`src/rtl/netc_pkg.sv`:
```
// shared types, codes and helpers for the numeric element type converter
package netc_pkg;

  typedef enum logic [3:0] {
    SRC_F32 = 4'd0, SRC_F64 = 4'd1, SRC_I8 = 4'd2, SRC_U8 = 4'd3,
    SRC_I16 = 4'd4, SRC_U16 = 4'd5, SRC_I32 = 4'd6, SRC_U32 = 4'd7,
    SRC_I64 = 4'd8, SRC_U64 = 4'd9
  } src_code_t;

  localparam logic [1:0] TGT_INT  = 2'd0;
  localparam logic [1:0] TGT_DBL  = 2'd1;
  localparam logic [1:0] TGT_PASS = 2'd2;

  localparam logic [0:0] REG_SOURCE = 1'b0;
  localparam logic [0:0] REG_TARGET = 1'b1;

  // routing of one element through the pipe
  typedef struct packed {
    logic       last;
    logic       pass;    // copy raw bits
    logic       terr;    // unsupported source
    logic       is_int;  // integer source
    logic       to_int;  // target is int64
  } ctl_t;

  // position of the highest set bit, 6 bits
  function automatic logic [5:0] msb_pos(input logic [63:0] v);
    logic [5:0] p;
    p = '0;
    for (int i = 0; i < 64; i++) begin
      if (v[i]) p = 6'(i);
    end
    return p;
  endfunction

endpackage

```
`src/rtl/numeric_element_type_converter_unit.sv`:
```
// top level of the numeric element type converter
//
// channel  dir  payload
// in_      in   tdata raw_bits[63:0], tlast last_in
// out_     out  tdata value_bits[63:0], tlast last_out, tuser {range_flag, type_error}
// cfg_     in   index 0 source_type, 1 target_type
//
// one element per cycle when not stalled; the result is registered through five
// register stages: decode, three conversion stages, output.
// rst_n clears the valid bits and sets source f32, target pass; data registers are not reset.
// a stall freezes the whole pipe; in_tready is high when out_tready is high or no output is valid.
module numeric_element_type_converter_unit (
  input  logic        clk,
  input  logic        rst_n,
  input  logic        in_tvalid,
  output logic        in_tready,
  input  logic [63:0] in_tdata,   // raw_bits
  input  logic        in_tlast,   // last_in
  output logic        out_tvalid,
  input  logic        out_tready,
  output logic [63:0] out_tdata,  // value_bits
  output logic        out_tlast,  // last_out
  output logic [1:0]  out_tuser,  // {range_flag, type_error}
  input  logic        cfg_we,
  input  logic        cfg_index,
  input  logic [3:0]  cfg_wdata
);
  import netc_pkg::*;

  logic [3:0]  src_r;
  logic [1:0]  tgt_r;
  logic [4:0]  vld_r;
  ctl_t        ctl_r [5];
  logic [63:0] raw_r [4];
  logic [63:0] ival_r, dbits_r;
  logic        uns_r;
  logic [63:0] out_val_r;
  logic        out_terr_r, out_rflag_r;
  logic        en;

  logic [63:0] ival_nxt, dbits_nxt, f64w, d2i_v, i2d_v, res_nxt;
  logic        d2i_f;
  ctl_t        ctl_nxt;
  logic [31:0] f;
  logic [22:0] fm, fmn;
  logic [5:0]  fp_full;
  logic [4:0]  fp;

  assign en        = ~out_tvalid | out_tready;
  assign in_tready = en;

  always_ff @(posedge clk) begin
    if (!rst_n) begin
      src_r <= SRC_F32;
      tgt_r <= TGT_PASS;
    end else if (cfg_we) begin
      if (cfg_index == REG_SOURCE) src_r <= cfg_wdata;
      else                         tgt_r <= cfg_wdata[1:0];
    end
  end

  // f32 widening
  assign f       = in_tdata[31:0];
  assign fm      = f[22:0];
  assign fp_full = msb_pos({41'd0, fm});
  assign fp      = fp_full[4:0];
  assign fmn     = fm << (5'd23 - fp);
  always_comb begin
    if (f[30:23] == 8'hFF)
      f64w = {f[31], 11'h7FF, (fm != 0), fm[21:0], 29'd0} | {12'd0, 52'd0};
    else if (f[30:23] == 8'd0)
      f64w = (fm == 0) ? {f[31], 63'd0}
           : {f[31], 11'(11'd874 + {6'd0, fp}), fmn, 29'd0};
    else
      f64w = {f[31], 11'({3'd0, f[30:23]} + 11'd896), fm, 29'd0};
    if (f[30:23] == 8'hFF && fm != 0)
      f64w = {f[31], 11'h7FF, 1'b1, fm[21:0], 29'd0};
  end

  always_comb begin
    ival_nxt  = in_tdata;
    dbits_nxt = in_tdata;
    ctl_nxt   = '{last: in_tlast, pass: tgt_r[1], terr: 1'b0, is_int: 1'b1,
                  to_int: (tgt_r == TGT_INT)};
    case (src_r)
      SRC_F32: begin ctl_nxt.is_int = 1'b0; dbits_nxt = f64w; end
      SRC_F64: ctl_nxt.is_int = 1'b0;
      SRC_I8:  ival_nxt = {{56{in_tdata[7]}}, in_tdata[7:0]};
      SRC_U8:  ival_nxt = {56'd0, in_tdata[7:0]};
      SRC_I16: ival_nxt = {{48{in_tdata[15]}}, in_tdata[15:0]};
      SRC_U16: ival_nxt = {48'd0, in_tdata[15:0]};
      SRC_I32: ival_nxt = {{32{in_tdata[31]}}, in_tdata[31:0]};
      SRC_U32: ival_nxt = {32'd0, in_tdata[31:0]};
      SRC_I64, SRC_U64: ;
      default: ctl_nxt.terr = ~tgt_r[1];
    endcase
  end

  always_ff @(posedge clk) begin
    if (!rst_n) vld_r <= '0;
    else if (en) vld_r <= {vld_r[3:0], in_tvalid};
  end

  always_ff @(posedge clk) begin
    if (en) begin
      ctl_r[0] <= ctl_nxt;
      raw_r[0] <= in_tdata;
      ival_r   <= ival_nxt;
      dbits_r  <= dbits_nxt;
      uns_r    <= (src_r == SRC_U64);
      for (int i = 1; i < 5; i++) ctl_r[i] <= ctl_r[i-1];
      for (int i = 1; i < 4; i++) raw_r[i] <= raw_r[i-1];
    end
  end

  netc_i2d u_i2d (.clk, .en, .ival(ival_r), .uns(uns_r), .dbits(i2d_v));
  netc_d2i u_d2i (.clk, .en, .dbits(dbits_r), .ival(d2i_v), .rflag(d2i_f));

  // delayed copies of the decoded values for the direct cases
  logic [63:0] iv_d_r [3];
  logic [63:0] dv_d_r [3];
  always_ff @(posedge clk) begin
    if (en) begin
      iv_d_r[0] <= ival_r; dv_d_r[0] <= dbits_r;
      for (int i = 1; i < 3; i++) begin
        iv_d_r[i] <= iv_d_r[i-1];
        dv_d_r[i] <= dv_d_r[i-1];
      end
    end
  end

  always_comb begin
    if (ctl_r[3].pass)       res_nxt = raw_r[3];
    else if (ctl_r[3].terr)  res_nxt = 64'd0;
    else if (ctl_r[3].to_int) res_nxt = ctl_r[3].is_int ? iv_d_r[2] : d2i_v;
    else                     res_nxt = ctl_r[3].is_int ? i2d_v : dv_d_r[2];
  end

  always_ff @(posedge clk) begin
    if (en) begin
      out_val_r   <= res_nxt;
      out_terr_r  <= ctl_r[3].terr;
      out_rflag_r <= ~ctl_r[3].pass & ~ctl_r[3].terr & ctl_r[3].to_int
                     & ~ctl_r[3].is_int & d2i_f;
    end
  end

  assign out_tvalid = vld_r[4];
  assign out_tdata  = out_val_r;
  assign out_tlast  = ctl_r[4].last;
  assign out_tuser  = {out_rflag_r, out_terr_r};
endmodule

```
`src/rtl/netc_i2d.sv`:
```
// integer to double conversion, three register stages
module netc_i2d (
  input  logic        clk,
  input  logic        en,
  input  logic [63:0] ival,
  input  logic        uns,
  output logic [63:0] dbits
);
  import netc_pkg::*;

  logic        s1_sign_r, s1_zero_r;
  logic [63:0] s1_mag_r;
  logic [5:0]  s1_pos_r;
  logic        s2_sign_r, s2_zero_r;
  logic [5:0]  s2_pos_r;
  logic [63:0] s2_norm_r;
  logic [63:0] s3_bits_r;

  logic        neg;
  logic [63:0] mag;
  logic [52:0] mant;
  logic        rbit, sticky, rup;
  logic [53:0] mround;
  logic [10:0] expo;

  assign neg = ~uns & ival[63];
  assign mag = neg ? (~ival + 64'd1) : ival;

  // stage 2: mantissa with round to nearest even
  assign mant   = s2_norm_r[63:11];
  assign rbit   = s2_norm_r[10];
  assign sticky = |s2_norm_r[9:0];
  assign rup    = rbit & (sticky | mant[0]);
  assign mround = {1'b0, mant} + {53'd0, rup};
  assign expo   = 11'd1023 + {5'd0, s2_pos_r} + {10'd0, mround[53]};

  always_ff @(posedge clk) begin
    if (en) begin
      s1_sign_r <= neg;
      s1_zero_r <= (ival == 64'd0);
      s1_mag_r  <= mag;
      s1_pos_r  <= msb_pos(mag);
      s2_sign_r <= s1_sign_r;
      s2_zero_r <= s1_zero_r;
      s2_pos_r  <= s1_pos_r;
      s2_norm_r <= s1_mag_r << (6'd63 - s1_pos_r);
      s3_bits_r <= s2_zero_r ? 64'd0 :
                   {s2_sign_r, expo, mround[53] ? mround[52:1] : mround[51:0]};
    end
  end

  assign dbits = s3_bits_r;
endmodule

```
`src/rtl/netc_d2i.sv`:
```
// double to int64 truncation with saturation, three register stages
module netc_d2i (
  input  logic        clk,
  input  logic        en,
  input  logic [63:0] dbits,
  output logic [63:0] ival,
  output logic        rflag
);
  import netc_pkg::*;

  logic        s1_sign_r, s1_nan_r, s1_big_r, s1_small_r;
  logic [6:0]  s1_sh_r;
  logic [63:0] s1_man_r;
  logic        s2_sign_r, s2_nan_r, s2_big_r, s2_small_r;
  logic [63:0] s2_mag_r;
  logic [63:0] s3_val_r;
  logic        s3_flag_r;

  logic [10:0] e;
  logic        over;

  assign e = dbits[62:52];
  // |value| >= 2^63 when exponent >= 1086
  assign over = (e >= 11'd1086);

  always_ff @(posedge clk) begin
    if (en) begin
      s1_sign_r  <= dbits[63];
      s1_nan_r   <= (e == 11'h7FF) && (dbits[51:0] != 52'd0);
      s1_big_r   <= over && !dbits[63];
      s1_small_r <= over && dbits[63] && !(e == 11'd1086 && dbits[51:0] == 52'd0);
      // below one in magnitude: shift everything out
      s1_sh_r    <= (e < 11'd1023) ? 7'd127 : 7'(11'd1075 - e + 11'd64);
      s1_man_r   <= {11'd0, 1'b1, dbits[51:0]};
      s2_sign_r  <= s1_sign_r;
      s2_nan_r   <= s1_nan_r;
      s2_big_r   <= s1_big_r;
      s2_small_r <= s1_small_r;
      // shift code: 64 means no shift, below 64 left, above 64 right
      if (s1_sh_r >= 7'd64)
        s2_mag_r <= (s1_sh_r - 7'd64 > 7'd63) ? 64'd0 : s1_man_r >> (s1_sh_r - 7'd64);
      else
        s2_mag_r <= s1_man_r << (7'd64 - s1_sh_r);
      s3_flag_r  <= s2_nan_r | s2_big_r | s2_small_r;
      if (s2_nan_r)        s3_val_r <= 64'd0;
      else if (s2_big_r)   s3_val_r <= 64'h7FFF_FFFF_FFFF_FFFF;
      else if (s2_small_r) s3_val_r <= 64'h8000_0000_0000_0000;
      else                 s3_val_r <= s2_sign_r ? (~s2_mag_r + 64'd1) : s2_mag_r;
    end
  end

  assign ival  = s3_val_r;
  assign rflag = s3_flag_r;
endmodule

```
`config.mk`:
```
export PLATFORM = sky130hd
export DESIGN_NAME = numeric_element_type_converter_unit
export DESIGN_NICKNAME = d
export VERILOG_FILES = /design/src/rtl/netc_pkg.sv /design/src/rtl/numeric_element_type_converter_unit.sv /design/src/rtl/netc_i2d.sv /design/src/rtl/netc_d2i.sv
export SDC_FILE = /design/constraint.sdc
export NUM_CORES = 2
export LEC_CHECK = 0
export ABC_CLOCK_PERIOD_IN_PS = 74500
export BUFFER_PORTS_ARGS = -buffer_cell sky130_fd_sc_hd__buf_2
export CELL_PAD_IN_SITES_DETAIL_PLACEMENT = 0
export CELL_PAD_IN_SITES_GLOBAL_PLACEMENT = 1
export CORE_ASPECT_RATIO = 0.8
export CORE_MARGIN = 1
export CORE_UTILIZATION = 57
export CTS_CLUSTER_SIZE = 8
export DETAILED_ROUTE_END_ITERATION = 10
export PLACE_DENSITY_LB_ADDON = 0.15
export SYNTH_ARGS = -nofsm -noshare
export SYNTH_HDL_FRONTEND = slang
export SYNTH_SLANG_ARGS = --single-unit
export TNS_END_PERCENT = 10
```
`constraint.sdc`:
```
create_clock -name clk -period 74.5 [get_ports clk]
set_input_delay 14.9 -clock clk [delete_from_list [all_inputs] [get_ports clk]]
set_output_delay 14.9 -clock clk [all_outputs]
set_load 0.05 [all_outputs]
```
==> flow_results.xml <==
<?xml version="1.0" encoding="UTF-8"?>
<metrics>
  <group name="run_status">
    <metric name="outcome" unit="">finished clean</metric>
  </group>
  <group name="clock_tree">
    <metric name="cts_setup_buffers" unit="">0</metric>
    <metric name="clk_pin_slew" unit="ps">50</metric>
    <metric name="clkLatencyLatePin" unit="ps">790</metric>
    <metric name="cts_max_path_buffers" unit="">3</metric>
    <metric name="cts_tree" unit="">done</metric>
    <metric name="cts.htree.levels" unit="">4</metric>
    <metric name="cts_hold_buf" unit="">0</metric>
    <metric name="clock_sink_count" unit="">1184</metric>
    <metric name="cts_resized" unit="">0</metric>
    <metric name="cts_buffers" unit="">167</metric>
    <metric name="cts_root_buf" unit="">clkbuf_16</metric>
  </group>
  <group name="placement">
    <metric name="preCtsSetupSlack" unit="ps">43140</metric>
    <metric name="detailed_place_hpwl" unit="um">141300</metric>
    <metric name="gpl.final_weighted_congestion" unit="">1.022</metric>
    <metric name="portBuffers" unit="">143</metric>
  </group>
  <group name="drt">
    <metric name="wl" unit="um">195800</metric>
    <metric name="num_vias" unit="">40840</metric>
    <metric name="post-route-drc-count" unit="">0</metric>
    <metric name="dr.first_iter.drc_count" unit="">7048</metric>
    <metric name="ant_nets" unit="">0</metric>
    <metric name="detail_route.wl_per_cell" unit="um">32.78</metric>
    <metric name="drt-pass1-iter-count" unit="">6</metric>
    <metric name="avgViaCountPerCell" unit="">6.836</metric>
  </group>
  <group name="sta">
    <metric name="rsz_0062_raised_after_global_routing" unit="">no</metric>
    <metric name="finalMaxSlewViolations" unit="">0</metric>
    <metric name="setup_tns" unit="ps">0</metric>
    <metric name="timing_worst_slew_pin_value" unit="ps">1321</metric>
    <metric name="setup_viol_count_final" unit="">0</metric>
    <metric name="maxClockFrequency" unit="MHz">31.93</metric>
    <metric name="final_worst_setup_slack" unit="ps">43180</metric>
    <metric name="final-hold-violation-count" unit="">0</metric>
    <metric name="clock_skew" unit="ps">63.73</metric>
    <metric name="worst_hold_slack_across_all_endpoints" unit="ps">385.8</metric>
    <metric name="timing.final.crit_period" unit="ps">31320</metric>
    <metric name="worst_slew_margin_rel" unit="%">11.18</metric>
    <metric name="post-route-period-util" unit="%">42.04</metric>
  </group>
  <group name="die">
    <metric name="initial_core_util" unit="%">57.67</metric>
    <metric name="design.core.area" unit="mm^2">0.1010</metric>
    <metric name="die_h" unit="um">287.9</metric>
    <metric name="placementRows" unit="">104</metric>
    <metric name="design.die.area" unit="mm^2">0.1035</metric>
    <metric name="die-width" unit="um">359.4</metric>
    <metric name="design.portCount" unit="">144</metric>
  </group>
  <group name="yosys">
    <metric name="share_of_synthesized_registers_carrying_an_async_set_or_reset" unit="%">0</metric>
    <metric name="synth.area.top_cells" unit="">edfxtp_1, mux4_2, mux2i_1</metric>
    <metric name="number_of_flops_mapped_to_enable_cells_by_yosys" unit="">1173</metric>
    <metric name="syn_avg_cell_area" unit="um^2">12.87</metric>
    <metric name="synthXorXnorAreaFrac" unit="%">2.645</metric>
    <metric name="largest_family_of_logic_cells_by_synthesized_area" unit="">multiplexers</metric>
    <metric name="post-synth-top-area-cell" unit="">edfxtp_1</metric>
    <metric name="synth-simple-area-share" unit="%">11.02</metric>
    <metric name="share_of_cell_area_taken_by_muxes_after_synthesis" unit="%">11.77</metric>
    <metric name="post_syn_instances" unit="">4525</metric>
    <metric name="synth_sequential_area_ratio" unit="%">60.87</metric>
    <metric name="synth_compound_gate_area_share" unit="%">10.75</metric>
    <metric name="ys_ff_latch" unit="">1184</metric>
    <metric name="synth.top_cell.area_share" unit="%">60.49</metric>
    <metric name="netlist_area" unit="mm^2">0.05823</metric>
    <metric name="post_synth_fa_ha_maj_area_fraction" unit="%">0.2793</metric>
    <metric name="synth_ff_type" unit="">edfxtp_1</metric>
    <metric name="yosysWarningCount" unit="">0</metric>
    <metric name="yosys.cell_types.count" unit="">109</metric>
    <metric name="syn_nets" unit="">4613</metric>
  </group>
  <group name="worst_setup_path">
    <metric name="crit_path_max_fanout" unit="">112</metric>
    <metric name="setup.reg_to_reg.worst_slack" unit="ps">69010</metric>
    <metric name="worstSetupPathType" unit="">in2out</metric>
    <metric name="setup.worst_path.start_class" unit="">input port</metric>
    <metric name="end_kind" unit="">output pin</metric>
    <metric name="required" unit="ps">59600</metric>
    <metric name="critical_path.reg2reg.startpoint" unit="">vld_r[4]$_SDFFE_PN0P_</metric>
    <metric name="critPathLaunch" unit="">out_tready</metric>
    <metric name="crit_arrival" unit="ps">16420</metric>
    <metric name="critical_path.reg2reg.endpoint" unit="">dbits_r[8]$_SDFFCE_PP0P_</metric>
    <metric name="critPathCapture" unit="">in_tready</metric>
    <metric name="worstRegToRegCells" unit="">6</metric>
  </group>
  <group name="power_and_ir_drop">
    <metric name="net-switching-power" unit="mW">0.7709</metric>
    <metric name="switching_share" unit="%">34.00</metric>
    <metric name="p_seq_share" unit="%">43.6</metric>
    <metric name="internal-power" unit="mW">1.497</metric>
    <metric name="power_density" unit="mW/mm^2">35.10</metric>
    <metric name="clockPowerShare" unit="%">30.4</metric>
    <metric name="static-leakage-power" unit="nW">24.57</metric>
    <metric name="share_comb_of_total_power" unit="%">26.1</metric>
    <metric name="peakVddDrop" unit="mV">0.02626</metric>
  </group>
  <group name="job">
    <metric name="timing.max_cap.violations" unit="">0</metric>
  </group>
  <group name="global_routing">
    <metric name="largest_net_degree_at_the_start_of_global_routing" unit="">113</metric>
    <metric name="antenna_found_initial" unit="">20</metric>
    <metric name="gr-total-overflow" unit="">0</metric>
    <metric name="grt_first_pass_wirelength" unit="um">272900</metric>
    <metric name="grt_pass1_vias" unit="">36920</metric>
    <metric name="grt.total_usage" unit="%">37.55</metric>
  </group>
  <group name="layout">
    <metric name="area_delta_synth_final" unit="%">10.94</metric>
    <metric name="finish.net_count" unit="">4683</metric>
    <metric name="number_of_fillers_in_the_final_layout" unit="">7472</metric>
    <metric name="ratio_of_cells_with_drive_above_1_in_the_final_layout" unit="%">15.02</metric>
  </group>
  <group name="worst_hold_path">
    <metric name="hold_path_class" unit="">reg2reg</metric>
  </group>
</metrics>
## power by group through the flow
| stage | logic, mW | registers (mW) | clock network (mW) |
|---|---|---|---|
| final | 0.591 | 0.988 | 0.689 |
| after global routing | 0.621 | 0.995 | 0.722 |
| after CTS | 0.570 | 0.986 | 0.696 |
| after detailed placement | 0.565 | 0.995 | 0 |
| after global placement | 0.566 | 0.993 | 0 |
| after floorplan | 0.368 | 0.954 | 0 |
## kinds of logic (layout without fill, tap and decap cells)
kind of cell,Yosys count,after routing
AO/OA/AOI/OAI,946,946
XOR/XNOR,175,175
adder cells (fa/ha/maj),13,13
buffers and inverters,382,503
flip-flops,1184,1184
multiplexers,473,473
other,0,3
AND/OR/NAND/NOR,1352,1352
## sequential cells by signal, summed over array words and instances (netlist names), 64 cells and up
register	cells
u_d2i.ival	64
u_i2d.s1_mag_r	64
dbits_r	64
raw_r	247
u_i2d.dbits	64
ival_r	64
u_i2d.s2_norm_r	64
iv_d_r	168
out_tdata	64
dv_d_r	141
u_d2i.s2_mag_r	64
## routing by layer
layer	global-route usage, %	up-vias	share of wire [%]	routed length [um]
li1	-	17460	-	-
met1	57.66	20250	42	82370
met2	51.76	2856	41	80750
met3	11.29	263	14	28010
met4	9.689	8	2.4	4670
met5	0	-	0.023	46
## worst min-delay path by stage
stage	slack, ps	endpoint	cells after the start	from
floorplan	400	ctl_r[0][10]$_DFFE_PP_	0	ctl_r[0][5]$_DFFE_PP_
detailed placement	400	dv_d_r[0][116]$_DFFE_PP_	0	dv_d_r[0][52]$_DFFE_PP_
CTS	400	iv_d_r[0][141]$_DFFE_PP_	0	iv_d_r[0][77]$_DFFE_PP_
global route	400	iv_d_r[0][113]$_DFFE_PP_	0	iv_d_r[0][49]$_DFFE_PP_
global placement	400	raw_r[3][55]$_DFFE_PP_	0	raw_r[2][55]$_DFFE_PP_
finish	390	iv_d_r[0][113]$_DFFE_PP_	0	iv_d_r[0][49]$_DFFE_PP_
## synthesized netlist by cell type (29+ instances only)
master    number
nand2_1      500
nor2b_1       57
o22ai_1       34
nand3_1       73
o211ai_1      38
and2_1        34
a21oi_1      228
a22o_1        69
clkbuf_1     212
nor3_1        71
nand4_1       29
o21ai_0      228
o31ai_1       40
a21o_1        59
nor4_1        38
mux4_2       164
or3_1         32
xnor2_1       86
buf_1         51
buf_2         29
nor2_1       370
mux2_2        54
a211oi_1      30
mux2i_1      255
a22oi_1       29
inv_1         64
edfxtp_1    1173
xor2_1        88
## area by class of cell
class	count	area, um^2	share of cell area, %
Multi-Input combinational cell	2959	21310	32.98
Timing Repair Buffer	206	1189	1.840
Sequential cell	1184	35440	54.86
Tap cell	1325	1658	2.566
Antenna cell	3	7.507	0.01162
Inverter	77	296.5	0.4590
Clock buffer	202	4332	6.705
Clock inverter	18	369.1	0.5713
## stage by stage
| stage | utilization [%] | cell area [um^2] | power [mW] | cells |
|---|---|---|---|---|
| after floorplan | - | 58230 | 1.322 | 4525 |
| after global routing | 63.97 | 64600 | 2.338 | 5971 |
| after detailed placement | 59.32 | 59890 | 1.560 | 5751 |
| after CTS | 63.97 | 64600 | 2.252 | 5971 |
| after global placement | 59.32 | 59890 | 1.558 | 5751 |
| final | 63.98 | 64600 | 2.267 | 5974 |
## placed cells by master (no fill, tap or decap), types with 29 or more instances in the layout
cell | Yosys | final
a211oi_1 | 30 | 30
a21o_1 | 59 | 59
a21oi_1 | 228 | 228
a22o_1 | 69 | 69
a22oi_1 | 29 | 29
and2_1 | 34 | 34
buf_2 | 29 | 143
buf_4 | 5 | 63
clkbuf_1 | 212 | 34
clkbuf_16 | 0 | 168
edfxtp_1 | 1173 | 1173
inv_1 | 64 | 63
mux2_2 | 54 | 54
mux2i_1 | 255 | 255
mux4_2 | 164 | 164
nand2_1 | 500 | 500
nand3_1 | 73 | 73
nand4_1 | 29 | 29
nor2_1 | 370 | 369
nor2b_1 | 57 | 57
nor3_1 | 71 | 70
nor4_1 | 38 | 37
o211ai_1 | 38 | 38
o21ai_0 | 228 | 228
o22ai_1 | 34 | 34
o31ai_1 | 40 | 40
or3_1 | 32 | 32
xnor2_1 | 86 | 83
xor2_1 | 88 | 87
## worst max-delay path, stage by stage
cell and delay, ps:
buf_2 100, nor2b_1 630, inv_8 430, buf_2 360
Note: power is estimated with default switching activity, not from simulation.
